File: config.mk
export PLATFORM = sky130hd
export DESIGN_NAME = periodic_timer_table_top
export DESIGN_NICKNAME = d
export VERILOG_FILES = /design/src/hw/rtl/ptt_pkg.sv /design/src/hw/rtl/periodic_timer_table_top.sv
export SDC_FILE = /design/constraint.sdc
export NUM_CORES = 2
export LEC_CHECK = 0
export BUFFER_PORTS_ARGS = -buffer_cell sky130_fd_sc_hd__buf_4
export CAP_MARGIN = 0
export CORE_UTILIZATION = 62
export CTS_BUF_LIST = sky130_fd_sc_hd__clkbuf_8 sky130_fd_sc_hd__clkbuf_16
export DETAILED_ROUTE_END_ITERATION = 7
export PLACE_DENSITY_LB_ADDON = 0.15
export SLEW_MARGIN = 25
export SYNTH_ARGS = -nofsm -noshare
export SYNTH_HDL_FRONTEND = slang
export SYNTH_SLANG_ARGS = --single-unit
File: constraint.sdc
create_clock -name clk -period 19.7 [get_ports clk]
set_input_delay 3.94 -clock clk [delete_from_list [all_inputs] [get_ports clk]]
set_output_delay 3.94 -clock clk [all_outputs]
set_load 0.005 [all_outputs]
File: src/hw/rtl/ptt_pkg.sv
package ptt_pkg;

  localparam int SLOTS  = 16;
  localparam int SLOT_W = (SLOTS > 1) ? $clog2(SLOTS) : 1;
  localparam int CNT_W  = $clog2(SLOTS + 1);

  localparam logic [2:0] OP_SET    = 3'd0;
  localparam logic [2:0] OP_KILL   = 3'd1;
  localparam logic [2:0] OP_CLEAR  = 3'd2;
  localparam logic [2:0] OP_CHECK  = 3'd3;
  localparam logic [2:0] OP_TAKE   = 3'd4;
  localparam logic [2:0] OP_DROP   = 3'd5;
  localparam logic [2:0] OP_COUNT  = 3'd6;
  localparam logic [2:0] OP_UNUSED = 3'd7;

  typedef enum logic [1:0] {
    ST_IDLE,
    ST_SCAN,
    ST_FIN
  } state_t;

  typedef struct packed {
    logic [2:0]  op;
    logic [31:0] now;
    logic [31:0] owner;
    logic [31:0] window;
    logic [31:0] message;
    logic [31:0] timer_id;
    logic [31:0] period;
    logic [31:0] proc_handle;
    logic        take_clears;
  } req_t;

  typedef struct packed {
    logic        ok;
    logic [31:0] out_window;
    logic [31:0] out_message;
    logic [31:0] out_id;
    logic [31:0] out_proc;
    logic [4:0]  active_count;
  } rsp_t;

  typedef struct packed {
    logic [31:0] owner;
    logic [31:0] window;
    logic [31:0] message;
    logic [31:0] ident;
    logic [31:0] period;
    logic [31:0] start;
    logic [31:0] proc_handle;
  } entry_t;

endpackage

File: src/hw/rtl/periodic_timer_table_top.sv
// Periodic timer table.
// Requests arrive on req_valid/req_ready with a req_t payload; each request
// gives exactly one response on rsp_valid/rsp_ready with an rsp_t payload.
// Timer fields live in one synchronous memory of SLOTS entries; valid and
// signaled bits and the active count are flip-flops.
// Set, kill, clear owner, check and take scan the memory from the head slot,
// one read per cycle, with the compare in the cycle after the read. A scan
// reads at most SLOTS slots and stops early on the first match except for
// clear owner; the finish state then writes back and loads the response.
// A request is accepted while idle. Drop and count skip the scan.
// One request is in work at a time; req_ready is high only while idle. A
// finished response waits in the output register; a new request is accepted
// while it waits, and the write-back of that request holds until the
// response register is free, so a stalled receiver stalls the table.
// Reset empties the table, clears all signals and sets the head slot to 0;
// no memory clearing pass is needed.
module periodic_timer_table_top (
  input  logic           clk,
  input  logic           rst,
  input  logic           req_valid,
  output logic           req_ready,
  input  ptt_pkg::req_t  req_data,
  output logic           rsp_valid,
  input  logic           rsp_ready,
  output ptt_pkg::rsp_t  rsp_data
);

  localparam int SLOTS  = ptt_pkg::SLOTS;
  localparam int SLOT_W = ptt_pkg::SLOT_W;
  localparam int CNT_W  = ptt_pkg::CNT_W;

  ptt_pkg::state_t state, state_next;
  ptt_pkg::req_t   req_q;
  ptt_pkg::entry_t mem [SLOTS];
  ptt_pkg::entry_t mem_q;
  ptt_pkg::entry_t found_ent;
  ptt_pkg::entry_t wr_data;

  logic [SLOTS-1:0]  valid;
  logic [SLOTS-1:0]  sig;
  logic [SLOT_W-1:0] head;
  logic [CNT_W-1:0]  cnt;
  logic [CNT_W-1:0]  issue_cnt;
  logic [SLOT_W-1:0] rd_addr;
  logic              eval_vld;
  logic              eval_last;
  logic [SLOT_W-1:0] eval_slot;
  logic              found;
  logic [SLOT_W-1:0] found_slot;

  logic              issue_en;
  logic              match;
  logic              hit;
  logic              scan_end;
  logic              fin_go;
  logic              needs_scan;
  logic              free_any;
  logic [SLOT_W-1:0] free_slot;
  logic [SLOT_W-1:0] set_slot;
  logic              wr_en;
  logic [SLOT_W-1:0] wr_addr;
  logic [31:0]       elapsed;
  ptt_pkg::rsp_t     rsp_next;
  logic [CNT_W-1:0]  cnt_fin;

  function automatic logic [SLOT_W-1:0] next_slot(input logic [SLOT_W-1:0] s);
    logic [SLOT_W-1:0] r;
    r = (s == SLOT_W'(SLOTS - 1)) ? '0 : s + SLOT_W'(1);
    return r;
  endfunction

  // Decode which requests walk the memory
  always_comb begin
    needs_scan = (req_data.op == ptt_pkg::OP_SET) || (req_data.op == ptt_pkg::OP_KILL) ||
                 (req_data.op == ptt_pkg::OP_CLEAR) || (req_data.op == ptt_pkg::OP_CHECK) ||
                 (req_data.op == ptt_pkg::OP_TAKE);
  end

  // Compare the entry read last cycle
  always_comb begin
    elapsed = req_q.now - mem_q.start;
    match   = 1'b0;
    unique case (req_q.op)
      ptt_pkg::OP_SET:   match = valid[eval_slot] && mem_q.ident == req_q.timer_id &&
                                 mem_q.window == req_q.window;
      ptt_pkg::OP_KILL:  match = valid[eval_slot] && mem_q.window == req_q.window &&
                                 mem_q.message == req_q.message &&
                                 mem_q.ident == req_q.timer_id;
      ptt_pkg::OP_CLEAR: match = valid[eval_slot] && mem_q.owner == req_q.owner;
      ptt_pkg::OP_CHECK: match = valid[eval_slot] && !sig[eval_slot] &&
                                 elapsed >= mem_q.period;
      ptt_pkg::OP_TAKE:  match = valid[eval_slot] && sig[eval_slot];
      default:           match = 1'b0;
    endcase
    hit      = eval_vld && match && (req_q.op != ptt_pkg::OP_CLEAR);
    scan_end = hit || (eval_vld && eval_last);
  end

  // Next state
  always_comb begin
    state_next = state;
    unique case (state)
      ptt_pkg::ST_IDLE: if (req_valid) state_next = needs_scan ? ptt_pkg::ST_SCAN
                                                               : ptt_pkg::ST_FIN;
      ptt_pkg::ST_SCAN: if (scan_end) state_next = ptt_pkg::ST_FIN;
      ptt_pkg::ST_FIN:  if (fin_go) state_next = ptt_pkg::ST_IDLE;
      default:          state_next = ptt_pkg::ST_IDLE;
    endcase
  end

  // Handshake and read control
  always_comb begin
    req_ready = (state == ptt_pkg::ST_IDLE);
    issue_en  = (state == ptt_pkg::ST_SCAN) && (issue_cnt < CNT_W'(SLOTS)) && !hit;
    fin_go    = (state == ptt_pkg::ST_FIN) && (!rsp_valid || rsp_ready);
  end

  // Find the lowest free slot
  always_comb begin
    free_any  = 1'b0;
    free_slot = '0;
    for (int i = SLOTS - 1; i >= 0; i--) begin
      if (!valid[i]) begin
        free_any  = 1'b1;
        free_slot = SLOT_W'(i);
      end
    end
    set_slot = found ? found_slot : free_slot;
  end

  // Build the write-back and the response
  always_comb begin
    rsp_next              = '0;
    cnt_fin               = cnt;
    wr_en                 = 1'b0;
    wr_addr               = set_slot;
    wr_data               = found_ent;
    wr_data.start         = req_q.now;
    unique case (req_q.op)
      ptt_pkg::OP_SET: begin
        if (found || free_any) begin
          wr_en               = 1'b1;
          wr_data.owner       = req_q.owner;
          wr_data.window      = req_q.window;
          wr_data.message     = req_q.message;
          wr_data.ident       = (req_q.window != '0) ? req_q.timer_id
                                                     : 32'(set_slot) + 32'd1;
          wr_data.period      = (req_q.period != '0) ? req_q.period : 32'd1;
          wr_data.proc_handle = req_q.proc_handle;
          rsp_next.ok         = 1'b1;
          rsp_next.out_id     = wr_data.ident;
          if (!found) cnt_fin = cnt + CNT_W'(1);
        end
      end
      ptt_pkg::OP_KILL: begin
        rsp_next.ok = found;
        if (found) cnt_fin = cnt - CNT_W'(1);
      end
      ptt_pkg::OP_CLEAR, ptt_pkg::OP_CHECK: rsp_next.ok = found;
      ptt_pkg::OP_TAKE: begin
        wr_addr = found_slot;
        wr_en   = found && req_q.take_clears;
        if (found) begin
          rsp_next.ok          = 1'b1;
          rsp_next.out_window  = found_ent.window;
          rsp_next.out_message = found_ent.message;
          rsp_next.out_id      = found_ent.ident;
          rsp_next.out_proc    = found_ent.proc_handle;
        end
      end
      ptt_pkg::OP_DROP: rsp_next.ok = (cnt != '0) && valid[head];
      default: rsp_next.ok = 1'b0;
    endcase
    rsp_next.active_count = 5'(cnt_fin);
  end

  // Memory: one write port, one registered read port
  always_ff @(posedge clk) begin
    if (issue_en) mem_q <= mem[rd_addr];
    if (fin_go && wr_en) mem[wr_addr] <= wr_data;
  end

  // Capture the matching entry
  always_ff @(posedge clk) begin
    if (hit) begin
      found_slot <= eval_slot;
      found_ent  <= mem_q;
    end
  end

  // Request register and scan bookkeeping
  always_ff @(posedge clk) begin
    if (req_valid && req_ready) req_q <= req_data;
    if (issue_en) begin
      eval_slot <= rd_addr;
      eval_last <= (issue_cnt == CNT_W'(SLOTS - 1));
    end
    if (req_valid && req_ready) rd_addr <= head;
    else if (issue_en) rd_addr <= next_slot(rd_addr);
    if (fin_go) rsp_data <= rsp_next;
  end

  // Control state
  always_ff @(posedge clk) begin
    if (rst) begin
      state     <= ptt_pkg::ST_IDLE;
      valid     <= '0;
      sig       <= '0;
      head      <= '0;
      cnt       <= '0;
      issue_cnt <= '0;
      eval_vld  <= 1'b0;
      found     <= 1'b0;
      rsp_valid <= 1'b0;
    end else begin
      state    <= state_next;
      eval_vld <= issue_en;
      if (req_valid && req_ready) begin
        issue_cnt <= '0;
        found     <= 1'b0;
      end else if (issue_en) begin
        issue_cnt <= issue_cnt + CNT_W'(1);
      end
      if (hit) found <= 1'b1;
      // Drop owner matches as the scan passes them
      if (state == ptt_pkg::ST_SCAN && eval_vld && match &&
          req_q.op == ptt_pkg::OP_CLEAR) begin
        valid[eval_slot] <= 1'b0;
        sig[eval_slot]   <= 1'b0;
        cnt              <= cnt - CNT_W'(1);
        found            <= 1'b1;
      end
      // Load a new response or release the accepted one
      if (fin_go) rsp_valid <= 1'b1;
      else if (rsp_ready) rsp_valid <= 1'b0;
      if (fin_go) begin
        cnt       <= cnt_fin;
        unique case (req_q.op)
          ptt_pkg::OP_SET: begin
            if (!found && free_any) begin
              valid[free_slot] <= 1'b1;
              sig[free_slot]   <= 1'b0;
              head             <= free_slot;
            end
          end
          ptt_pkg::OP_KILL: begin
            if (found) begin
              valid[found_slot] <= 1'b0;
              sig[found_slot]   <= 1'b0;
            end
          end
          ptt_pkg::OP_CHECK: begin
            if (found) begin
              sig[found_slot] <= 1'b1;
              head            <= found_slot;
            end
          end
          ptt_pkg::OP_TAKE: begin
            if (found) begin
              if (req_q.take_clears) sig[found_slot] <= 1'b0;
              head <= next_slot(found_slot);
            end
          end
          ptt_pkg::OP_DROP: begin
            if (cnt != '0) begin
              sig[head] <= 1'b0;
              head      <= next_slot(head);
            end
          end
          default: ;
        endcase
      end
    end
  end

  // Active count tracks the valid bits
  assert property (@(posedge clk) disable iff (rst) cnt == CNT_W'($countones(valid)))
    else $error("active count out of step with valid bits");

  // A scan never issues more than one read per slot
  assert property (@(posedge clk) disable iff (rst) issue_cnt <= CNT_W'(SLOTS))
    else $error("scan issued too many reads");

  // An accepted request leaves idle
  assert property (@(posedge clk) disable iff (rst)
    req_valid && req_ready |=> state != ptt_pkg::ST_IDLE)
    else $error("request accepted without work");

  // A response loads only from the finish state
  assert property (@(posedge clk) disable iff (rst)
    $rose(rsp_valid) |-> $past(state) == ptt_pkg::ST_FIN)
    else $error("response without finish");

endmodule
==> results.json <==
{
  "critPathMaxFanout": 77,
  "timing.final.hold_violations": 0,
  "post_synth_num_cell_types": 73,
  "avgSynthCellArea_sq_um": 21.9,
  "power_density_nw_per_um2": 110,
  "layout-drive-gt1-share_pct": 26.4,
  "total_length_of_routed_wires_um": 402000,
  "detail_route.drc_violations": 0,
  "globalRoute.totalOverflow": 0,
  "finalSetupViolCount": 0,
  "finalPower_mw": 21.0,
  "worst_clock_skew_ns": 0.0489,
  "setup_tns_ns": 0,
  "critical_path_arrival_ns": 9.24,
  "holdPathStages": 0,
  "dr_total_vias": 81900,
  "placement.setup.worst_slack_ns": 10.28,
  "clk_pin_slew_ns": 0.06,
  "global_route_wire_length_before_repair_um": 583000,
  "vdd_ir_drop_max_mv": 0.0833,
  "post_layout_net_count": 8616,
  "die_x_um": 525,
  "synth.net_count": 8048,
  "placed_cell_area_sq_um": 177000,
  "n_fill_cell": 16000,
  "dieArea_sq_um": 276000,
  "slew_headroom_pct": 21.8,
  "clk-insertion-delay-late_ns": 0.96,
  "place_hpwl_um": 217000,
  "synth_edf_count": 4375,
  "max_freq_mhz": 115,
  "cp_data_required_time_ns": 20.25,
  "synth_warnings": 0,
  "tritoncts": "yes",
  "number_of_buffers_inserted_for_hold_repair_after_clock_tree_synthesis": 0,
  "final.min_clock_period_ns": 8.69,
  "syn_to_final_growth_pct": 12.6,
  "worst_reg2reg_setup_slack_ns": 11.01,
  "post_synth_instance_area_sq_um": 170000,
  "first_global_vias": 83200,
  "timing.critical_path.from_type": "flop",
  "groute.usage.overall_pct": 29.4,
  "routed_via_density": 6.69,
  "grt_max_degree": 156,
  "postRouteAntennaNets": 0,
  "worst-slew-pin-transition_ns": 1.17,
  "hold_path_startpoint": "mem_q[3]",
  "drt_iter0_drc": 11000,
  "die-height_um": 525,
  "placement.io_buffers": 367,
  "netlist_instances": 7738,
  "number_of_top_level_pins": 368,
  "min_path_type": "flop to flop",
  "yosys_register_bits": 4426,
  "timing.critical_path.to_type": "flop",
  "number_of_antenna_violations_at_the_first_check_in_global_routing": 11,
  "cts_buffer_depth": 4,
  "cts.sink_count": 4426,
  "numCtsBuffers": 428,
  "multiInputGateArea_sq_um": 35700,
  "reg2regPathDepth": 25,
  "htreeDepth": 5,
  "cts_resized": 0,
  "firstDrtPassIters": 7,
  "critical_path.reg2reg.startpoint": "req_q[193]",
  "wire_per_inst_um": 32.8,
  "status": "finished, final reports clean",
  "cts_setup_buffers": 0,
  "gp_congestion": 0.917,
  "asyncSetResetFlopFracSynth_pct": 0,
  "dominantRegCellSynth": "edfxtp_1",
  "initial_core_util_pct": 62.5,
  "post_route_standard_cell_area_excluding_fillers_sq_um": 191000,
  "hold-path-endpoint": "found_ent[3]",
  "rsz0062_at_grt": "false",
  "cts-root-buf": "clkbuf_16",
  "maxCapViolations": 0,
  "finalCritPeriodShare_pct": 44.1,
  "critPathKind": "flop to flop",
  "timing_max_transition_violations_final": 0,
  "r2r-end": "mem_q[55]",
  "core_area_sq_um": 271000,
  "static-leakage-power_nw": 61.9,
  "timing.final.ws_setup_ns": 11.01,
  "seq_area_sq_um": 132000,
  "rows": 191,
  "ys_seq_area_share_pct": 78.0
}
==> state kept, by name (all words and copies together) (netlist names) <==
name,flops
eval_vld,1
found_ent,192
issue_cnt,5
valid,16
rsp_data,134
state,2
req_q,228
found_slot,4
found,1
head,4
mem,3584
sig,16
rsp_valid,1
rd_addr,4
eval_slot,4
eval_last,1
cnt,5
mem_q,224
==> kinds of logic (layout without fill, tap and decap cells) <==
kind of cell               after synthesis  after routing  share of synthesized area [%]
xor gates and xnor gates               163            163                          0.841
muxes                                 1145           1145                           15.0
AOI/OAI and AO/OA                      467            467                           1.86
DFF                                   4426           4426                           78.0
other                                    0              8                              0
buffers and inverters                  470           1402                           1.05
adders and majority gates               78             78                          0.580
and+or+nand+nor                        989            989                           2.71
==> metal layers <==
layer / part of all wire, % / vias up / wire, um / GRT usage (%)
met5: 0.013 / - / 52 / 0
li1: - / 33400 / - / -
met2: 48 / 4541 / 194000 / 46.2
met1: 39 / 43300 / 158000 / 43.5
met3: 9.9 / 602 / 39900 / 5.35
met4: 2.7 / 8 / 10700 / 7.62
==> power breakdown <==
part / total (mW) / leakage [nW] / switching [mW] / internal [mW]
Sequential: 10.7 / 40.1 / 0.123 / 10.6
Combinational: 2.34 / 14.7 / 1.22 / 1.12
Clock: 8.02 / 7.07 / 3.46 / 4.56
Total: 21.0 / 61.9 / 4.81 / 16.2
==> cell usage in the layout, fill, tap and decap left out, drive strengths merged, types with 6 or more instances in the layout <==
cell      count
nand2       499
bufinv       43
diode         8
o21a          7
and2         10
nor2b        46
edfxtp     4375
nand4        48
nand2b       14
dfxtp        51
nor3         24
nor2        143
or4           6
o21bai        6
a21o         16
nor4         31
clkbuf      434
xor2         31
o211ai       16
nor3b         8
a22o         85
o21ai        87
or3           9
a21oi       115
clkinvlp     12
nand3        23
ha           77
clkinv      222
inv         175
xnor2       132
a211oi       38
mux4       1111
o31ai         6
and3        108
buf         516
mux2i        32
a221oi        9
a31oi        35
==> metrics by stage <==
| stage | instances | hold WS [ns] | utilization [%] |
|---|---|---|---|
| 3_3_place_gp | 11400 | 0.403 | 65.2 |
| 2_1_floorplan | 7738 | 0.400 | - |
| 3_5_place_dp | 11400 | 0.405 | 65.2 |
| 6_report | 12200 | 0.416 | 70.4 |
| 4_1_cts | 12200 | 0.415 | 70.3 |
| 5_1_grt | 12200 | 0.418 | 70.4 |
==> area by class of cell <==
| class | count | area share (%) |
|---|---|---|
| Clock inverter | 360 | 1.54 |
| Inverter | 92 | 0.195 |
| Tap cell | 3570 | 2.34 |
| Sequential cell | 4426 | 69.3 |
| Antenna cell | 8 | 0.0105 |
| Timing Repair Buffer | 516 | 2.20 |
| Multi-Input combinational cell | 2842 | 18.7 |
| Clock buffer | 434 | 5.69 |
==> how the worst max path moves through the flow <==
stage | startpoint | end | slack [ns] | depth (start not counted)
finish | req_q[193] | mem_q[55] | 11.01 | 25
global route | req_q[193] | mem_q[55] | 10.56 | 25
CTS | req_q[193] | mem_q[55] | 11.07 | 25
detailed placement | rsp_ready | mem[14][85] | 10.28 | 11
global placement | rsp_ready | mem[14][85] | 10.36 | 11
floorplan | rsp_ready | mem[6][0] | 2.83 | 8
==> worst max-delay path, stage by stage (launching register included) <==
cell and delay [ns]:
edfxtp_1 0.58, inv_1 0.12, ha_1 0.20, inv_1 0.06
fa_1 0.42, a211oi_1 0.36, o21ai_0 0.24, nand4_1 0.16
o211ai_1 0.16, a31oi_1 0.28, o21ai_0 0.17, a31o_2 0.26
a21oi_1 0.17, xnor2_1 0.14, ha_1 0.26, o21ai_0 0.20
nor2_1 0.06, a211oi_1 0.22, o221ai_1 0.23, o31ai_2 0.32
buf_4 0.25, a211oi_1 0.13, or4_1 0.76, inv_8 0.68
buf_4 0.90, buf_4 0.85
==> Yosys cell counts, drive strengths merged (32+ instances only) <==
cell,number,area [sq um]
and3,108,676
ha,77,963
dfxtp,51,1020
a22o,85,744
mux2i,32,320
a21oi,115,576
mux4,1111,25000
o21ai,87,435
nand2,499,1880
edfxtp,4375,131000
a31oi,35,219
nand4,48,300
buf,79,308
xnor2,132,1160
a211oi,38,285
nor2b,46,288
clkbuf,299,1120
nor2,143,537
inv,90,338
Note: power is estimated with default switching activity, not from simulation.
